--- src/design/lkcd_pkg.sv ---
// ----------------------------------------------------------------------------
// lkcd_pkg: shared types and constants for the luma keyed cross dilate unit
// Field widths, register indexes, item mode codes and neighbor slots.
// ----------------------------------------------------------------------------
package lkcd_pkg;

  // Fixed field widths
  localparam int unsigned PIX_W      = 32;
  localparam int unsigned FW_W       = 12;  // frame_width register
  localparam int unsigned FH_W       = 13;  // frame_height register
  localparam int unsigned ROW_W      = 12;  // row counter
  localparam int unsigned CFG_IDX_W  = 2;
  localparam int unsigned CFG_DATA_W = 13;

  // Configuration register indexes
  localparam logic [CFG_IDX_W-1:0] REG_FRAME_WIDTH  = 2'd0;
  localparam logic [CFG_IDX_W-1:0] REG_FRAME_HEIGHT = 2'd1;

  // Register reset values and limits
  localparam logic [FW_W-1:0] FRAME_WIDTH_RST  = 12'd640;
  localparam logic [FH_W-1:0] FRAME_HEIGHT_RST = 13'd480;
  localparam logic [FH_W-1:0] MAX_HEIGHT       = 13'd4096;

  // Item mode codes
  localparam logic MODE_PIXEL = 1'b0;
  localparam logic MODE_FLUSH = 1'b1;

  // Neighbor slots, candidates in test order after the center
  localparam int unsigned NBR_N     = 5;
  localparam int unsigned NBR_CUR   = 0;
  localparam int unsigned NBR_DOWN  = 1;
  localparam int unsigned NBR_RIGHT = 2;
  localparam int unsigned NBR_UP    = 3;
  localparam int unsigned NBR_LEFT  = 4;

  // Brightness weights
  localparam int unsigned    LUMA_W = 16;
  localparam logic [15:0]    LUMA_R = 16'd90;
  localparam logic [15:0]    LUMA_G = 16'd115;
  localparam logic [15:0]    LUMA_B = 16'd51;

endpackage

--- src/design/lkcd_pick.sv ---
// ----------------------------------------------------------------------------
// lkcd_pick: brightest-pixel selection between input and result registers
// Registers the cross neighbors, picks the brightest by weighted luma and
// registers the result for the output channel.
// ----------------------------------------------------------------------------
module lkcd_pick #(
  parameter int PIXEL_BITS = 32
) (
  input  logic                                       clk_i,
  input  logic                                       rst_ni,
  input  logic                                       nbr_valid_i,
  output logic                                       nbr_ready_o,
  input  logic [lkcd_pkg::NBR_N-1:0][PIXEL_BITS-1:0] nbr_i,
  input  logic                                       nbr_end_i,
  output logic                                       out_valid_o,
  input  logic                                       out_ready_i,
  output logic [lkcd_pkg::PIX_W-1:0]                 out_pixel_o,
  output logic                                       out_end_o
);

  localparam int LW = lkcd_pkg::LUMA_W;

  logic                                       s1_valid_q;
  logic [lkcd_pkg::NBR_N-1:0][PIXEL_BITS-1:0] s1_nbr_q;
  logic                                       s1_end_q;
  logic                                       out_valid_q;
  logic [PIXEL_BITS-1:0]                      out_pixel_q;
  logic                                       out_end_q;
  logic                                       out_free;
  logic                                       s1_free;
  logic [lkcd_pkg::NBR_N-1:0][LW-1:0]         lum;
  logic [PIXEL_BITS-1:0]                      best;
  logic [LW-1:0]                              best_l;

  function automatic logic [LW-1:0] luma(input logic [PIXEL_BITS-1:0] p);
    logic [LW-1:0] r, g, b;
    r = LW'(p[23:16]);
    g = LW'(p[15:8]);
    b = LW'(p[7:0]);
    return lkcd_pkg::LUMA_R * r + lkcd_pkg::LUMA_G * g + lkcd_pkg::LUMA_B * b;
  endfunction

  assign out_free    = !out_valid_q || out_ready_i;
  assign s1_free     = !s1_valid_q || out_free;
  assign nbr_ready_o = s1_free;

  // Weigh every neighbor, then keep a candidate only if strictly brighter
  always_comb begin
    for (int i = 0; i < lkcd_pkg::NBR_N; i++) begin
      lum[i] = luma(s1_nbr_q[i]);
    end
    best   = s1_nbr_q[lkcd_pkg::NBR_CUR];
    best_l = lum[lkcd_pkg::NBR_CUR];
    for (int i = lkcd_pkg::NBR_DOWN; i <= lkcd_pkg::NBR_LEFT; i++) begin
      if (lum[i] > best_l) begin
        best   = s1_nbr_q[i];
        best_l = lum[i];
      end
    end
  end

  // Advance valid flags
  always_ff @(posedge clk_i or negedge rst_ni) begin
    if (!rst_ni) begin
      s1_valid_q  <= 1'b0;
      out_valid_q <= 1'b0;
    end else begin
      if (s1_free) begin
        s1_valid_q <= nbr_valid_i;
      end
      if (out_free) begin
        out_valid_q <= s1_valid_q;
      end
    end
  end

  // Load input and result payloads
  always_ff @(posedge clk_i) begin
    if (s1_free && nbr_valid_i) begin
      s1_nbr_q <= nbr_i;
      s1_end_q <= nbr_end_i;
    end
    if (out_free && s1_valid_q) begin
      out_pixel_q <= best;
      out_end_q   <= s1_end_q;
    end
  end

  assign out_valid_o = out_valid_q;
  assign out_pixel_o = lkcd_pkg::PIX_W'(out_pixel_q);
  assign out_end_o   = out_end_q;

endmodule
--- config.mk ---
export PLATFORM = sky130hd
export DESIGN_NAME = lkcd_pick
export DESIGN_NICKNAME = d
export VERILOG_FILES = /design/src/design/lkcd_pkg.sv /design/src/design/lkcd_pick.sv
export SDC_FILE = /design/constraint.sdc
export NUM_CORES = 1
export LEC_CHECK = 0
export ABC_AREA = 1
export BUFFER_PORTS_ARGS = -buffer_cell sky130_fd_sc_hd__buf_4
export CORE_MARGIN = 2
export CORE_UTILIZATION = 52
export CTS_BUF_LIST = sky130_fd_sc_hd__clkbuf_16
export DETAILED_ROUTE_END_ITERATION = 10
export PLACE_DENSITY = 0.78
export SLEW_MARGIN = 20
export SYNTH_ARGS = -nofsm -noshare
export SYNTH_HDL_FRONTEND = slang
export SYNTH_SLANG_ARGS = --single-unit
--- constraint.sdc ---
create_clock -name clk_i -period 20.1 [get_ports clk_i]
set_input_delay 2.01 -clock clk_i [delete_from_list [all_inputs] [get_ports clk_i]]
set_output_delay 2.01 -clock clk_i [all_outputs]
set_load 0.005 [all_outputs]
# After elaboration in Yosys (flattened, before gate mapping)
# Index checks and enable logic that the tools add are counted.
[word_totals]
regBits = 196
latchBits = 0
ramBits = 0
rom_bits = 0
wordCells = 52
memories = 0
[op_classes]
n_addsub = 10
multipliers = 15
div_mod_pow = 0
magnitude_cmp = 4
eq_ne = 0
shifts = 0
n_mux = 7
bitwise = 0
n_reduce_logical = 6
[op_table]
columns = ["cell", "n"]
rows = [
  ["multiplier 6 x 8 -> 14 bit, first input constant", 10],
  ["2-to-1 mux 32 bit", 4],
  ["adder 15 x 15 -> 16 bit", 5],
  ["adder 16 x 14 -> 16 bit", 5],
  ["multiplier 7 x 8 -> 15 bit, first input constant", 5],
  ["greater-than comparator 16 bit", 4],
  ["2-to-1 mux 16 bit", 3],
  ["logical AND 1 bit", 2],
  ["zero test 1 bit", 2],
  ["logical OR 1 bit", 2],
]

# Longest topological paths before layout
[depth]
ltp_word = 11
ltp_mapped = 76
depth_no_buf = 71

# Worst setup path after synthesis
# No wires, ideal clock.
[synth_path]
path_kind = "register to register"
startpoint = "register s1_nbr_q[13] in the netlist's numbering"
endpoint = "register out_pixel_q[16], in the netlist out_pixel_o[16] (data pin)"
setup_ps = 256
arrival_time_ps = 11148
required_time_ps = 19844
path_slack_ps = 8696
path_stages_with_launch = 69
n_path_buf = 5
synth_period_minus_slack_ps = 11404
path_cell_list = "edfxtp_1 -> inv_1 -> fa_1 -> inv_1 -> ha_1 -> inv_1 -> fa_1 -> fa_1 -> inv_1 -> fa_1 -> inv_1 -> fa_1 -> inv_1 -> ha_1 -> nand2_1 -> inv_1 -> a21oi_1 -> nand2_1 -> [33 not listed] -> o211ai_1 -> a211o_1 -> nand2_1 -> inv_1 -> clkbuf_1 -> clkbuf_1 -> o21bai_1 -> ha_1 -> inv_1 -> o21bai_1 -> a221oi_1 -> o221ai_1 -> a211o_1 -> nand2_1 -> clkbuf_1 -> nand2_1 -> inv_1 -> a21oi_1"
[synth_between]
elab_chain_len = 11
elab_cells_between_ends = 14
[synth_lines]
columns = ["item", "line", "rtl"]
rows = [
  ["start: declaration", "lkcd_pick.sv:24", "logic [lkcd_pkg::NBR_N-1:0][PIXEL_BITS-1:0] s1_nbr_q;"],
  ["start signal: assignment", "lkcd_pick.sv:80", "s1_nbr_q <= nbr_i;"],
  ["multiplier 7 x 8 -> 15 bit (*)", "lkcd_pick.sv:40", "return lkcd_pkg::LUMA_R * r + lkcd_pkg::LUMA_G * g + lkcd_pkg::LUMA_B * b;"],
  ["adder 15 x 15 -> 16 bit (*)", "lkcd_pick.sv:40", ""],
  ["adder 16 x 14 -> 16 bit (*)", "lkcd_pick.sv:40", ""],
  ["greater-than comparator 16 bit", "lkcd_pick.sv:55", "if (lum[i] > best_l) begin"],
  ["2-to-1 mux 16 bit", "lkcd_pick.sv:55", ""],
  ["greater-than comparator 16 bit", "lkcd_pick.sv:55", ""],
  ["2-to-1 mux 16 bit", "lkcd_pick.sv:55", ""],
  ["greater-than comparator 16 bit", "lkcd_pick.sv:55", ""],
  ["2-to-1 mux 16 bit", "lkcd_pick.sv:55", ""],
  ["greater-than comparator 16 bit", "lkcd_pick.sv:55", ""],
  ["2-to-1 mux 32 bit (*)", "lkcd_pick.sv:55", ""],
  ["net best[16]", "lkcd_pick.sv:32", "logic [PIXEL_BITS-1:0] best;"],
  ["end signal: assignment", "lkcd_pick.sv:84", "out_pixel_q <= best;"],
  ["end: declaration", "lkcd_pick.sv:27", "logic [PIXEL_BITS-1:0] out_pixel_q;"],
]
# The timed path passes the listed nets; every way through them passes the cells marked *.
# A chain may end at the register's enable or synchronous reset.

# Worst setup path after layout
[layout_path]
startpoint = "register s1_nbr_q[13] in the netlist's numbering"
endpoint = "register out_pixel_q[20], in the netlist out_pixel_o[20] (data pin)"
# The elaborated chain is that of the path after synthesis.

==> metrics.md <==
| Metric | Value |
|---|---|
| Outcome | `completed` |
| Antenna violations before repair | `2` |
| Root Driver | `clkbuf_16` |
| Synthesized Nets | `between 3000 and 4000` |
| CP Data Required Time | `20360 ps` |
| Min cycle time layout | `15150 ps` |
| Min-Delay Path Class | `reg2reg` |
| Gate Count Post-Synth | `2740` |
| Post-CTS setup buffer count | `0` |
| Final setup viols | `0` |
| FFs w/ async S/R, synth | `0.0102` |
| Routed WL | `approximately 66000 um` |
| # H-tree levels | `4` |
| Total CTS buffers | `17` |
| Clk sink count | `196` |
| Die Ht | `229 um` |
| Die area | `52400 sq um` |
| Rel. slew slack | `0.320` |
| Share of layout cells above drive strength 1 | `0.0908` |
| Dpl hpwl | `56200 um` |
| 1st-pass router iterations | `5` |
| Antenna diodes | `0` |
| Clk slew on worst S/H paths | `80 ps` |
| Reported max-cap violation count | `0` |
| Rows | `82` |
| EDFF count, synth | `194` |
| Slowest CP cell | `nand4_2` |
| Post-CTS Hold Buffers | `0` |
| DP Area | `28500 sq um` |
| Hold Vio Cnt, Final | `0` |
| Drt wl/cell | `18.2 um` |
| Total number of vias | `between 15000 and 20000` |
| Most frequent cells in the layout | `723 x inv_1, 460 x ha_1, 399 x nand2_1` |
| Setup crit end kind | `flop` |
| Final Cycle Share | `0.754` |
| Post-CTS sizing | `0` |
| Port Buffers | `199` |
| RSZ-0062 raised after global routing | `no` |
| Clk_skew | `20.7 ps` |
| Core area | `50100 sq um` |
| Gpl congestion | `0.993` |
| Fin util | `0.582` |
| Mean cell area of the mapped netlist | `9.59 sq um` |
| Syn Std Cell Area | `26300 sq um` |
| Yosys Warn Count | `0` |
| CP Launch Type | `flop` |
| Clock Path Buffers | `2` |
| Data arrival, critical path | `15410 ps` |
| Starting Density | `0.525` |
| Top_reg_cell synth | `edfxtp_1` |
| Largest net degree at the start of global routing | `slightly above 90` |
| Sequential fraction of the synthesis area | `0.223` |
| Unique masters post-synth | `44` |
| Area Overhead vs Synth | `10.9%` |
| Latest clock arrival within the worst-skew pair | `520 ps` |
| Worst slew pin tran | `approximately 1000 ps` |
| Gr usage total | `0.263` |
| Chip Width | `approximately 230 um` |
| Routed Antenna Nets | `0` |
| DRC Markers | `0` |
| Ports | `200` |
| Inst Count DP | `3579` |
| Max Freq | `66.0 MHz` |
| Commonest non-fill, non-tap cell in the layout | `inv_1` |
| CTS tree | `done` |
| Pins over their slew limit | `0` |
| Post-Layout Cell Count | `3611` |
| Design Area, Final | `29200 sq um` |
| #FFs+latches synth | `~200` |
| CP Class | `reg2reg` |
| Final net count | `3887` |
| Total grt overflow | `0` |
| First-pass GRT wire length | `104000 um` |
| Vias in the first global route | `around 19000` |
| Cell repeated most along the worst path | `inv_1` |
| DRT iter0 DRCs | `1352` |
| Post-DR vias/cell | `5.16` |
| Crit-path max cell delay | `740 ps` |
| Peak fanout along the critical path | `73` |
| Setup TNS | `0 ps` |
-- through the flow --
stage,hold WS [ps],setup WS [ps]
finish,440,4950
global placement,402,5570
floorplan,400,8700
global route,437,3660
CTS,440,5170
detailed placement,419,5240
-- cell families after synthesis --
family                     Yosys count  share of synthesized area
xor gates and xnor gates           101                     0.0336
DFF                                196                      0.223
buffers and inverters              765                      0.111
muxes                               13                    0.00495
and+or+nand+nor                    630                     0.0997
AOI/OAI and AO/OA                  239                     0.0524
adders and majority gates          796                      0.475
-- worst max-delay path, delay by kind of cell (launching register included) --
kind,cells,cell delay (ps)
AOI/OAI and AO/OA,12,2730
xor gates and xnor gates,1,310
and+or+nand+nor,21,4710
adders and majority gates,11,4300
buffers and inverters,13,2240
DFF,1,540
-- flip-flops by register name, indices dropped and copies added, names as in the netlist --
name	flops
out_pixel_o	32
s1_end_q	1
out_end_o	1
s1_nbr_q	160
s1_valid_q	1
out_valid_o	1
-- synthesized netlist by cell type, types with 3 or more instances --
library cell  number  area, sq um
clkbuf_1          23         86.3
ha_1             460         5760
o21ai_0           52          260
nor2_1            86          323
a211oi_1           3         22.5
a21oi_1          120          601
buf_6              6         67.6
or2_2              4         25.0
nand4_1           12         75.1
xnor2_1           31          272
nor3_1             7         35.0
buf_1              3         11.3
buf_2              3         15.0
inv_1            724         2720
edfxtp_1         194         5830
mux2i_1           13          130
a21o_1            11         82.6
o21bai_1          23          173
nand3_1          108          541
o21ai_2           14          123
a31oi_1            5         31.3
xor2_1            70          613
inv_2              5         18.8
nand2_1          401         1510
fa_1             336         6730
-- metal layers --
metal | part of all wire | GRT usage | up-vias
met2 | 0.45 | 0.411 | 587
met4 | 0.043 | 0.115 | 2
met3 | 0.074 | 0.0676 | 131
met5 | 0.00020 | 0 | -
li1 | - | - | 8949
met1 | 0.43 | 0.347 | 8980
-- final cells by class --
cell class	count	area, sq um
clock inverter	15	238
fill	4255	20900
timing repair buffer	202	1520
clock buffer	17	425
inverter	730	2750
tap	672	841
multi-input combinational	1779	17500
sequential	196	5880
-- worst paths after layout --
| kind | start | depth (start not counted) | slack (ps) | end |
|---|---|---|---|---|
| min | s1_end_q | 0 | 440 | out_end_o |
| max reg2reg | s1_nbr_q[13] | 58 | 4950 | out_pixel_o[20] |
| max in group asynchronous | rst_ni | 1 | 18750 | s1_valid_q |
| min in group asynchronous | rst_ni | 1 | 1270 | out_valid_o |
| min reg2reg | s1_end_q | 0 | 440 | out_end_o |
| max | s1_nbr_q[13] | 58 | 4950 | out_pixel_o[20] |
Power is not shown: default switching activity piles up to over one toggle a cycle in this logic, so the estimate is an artifact.
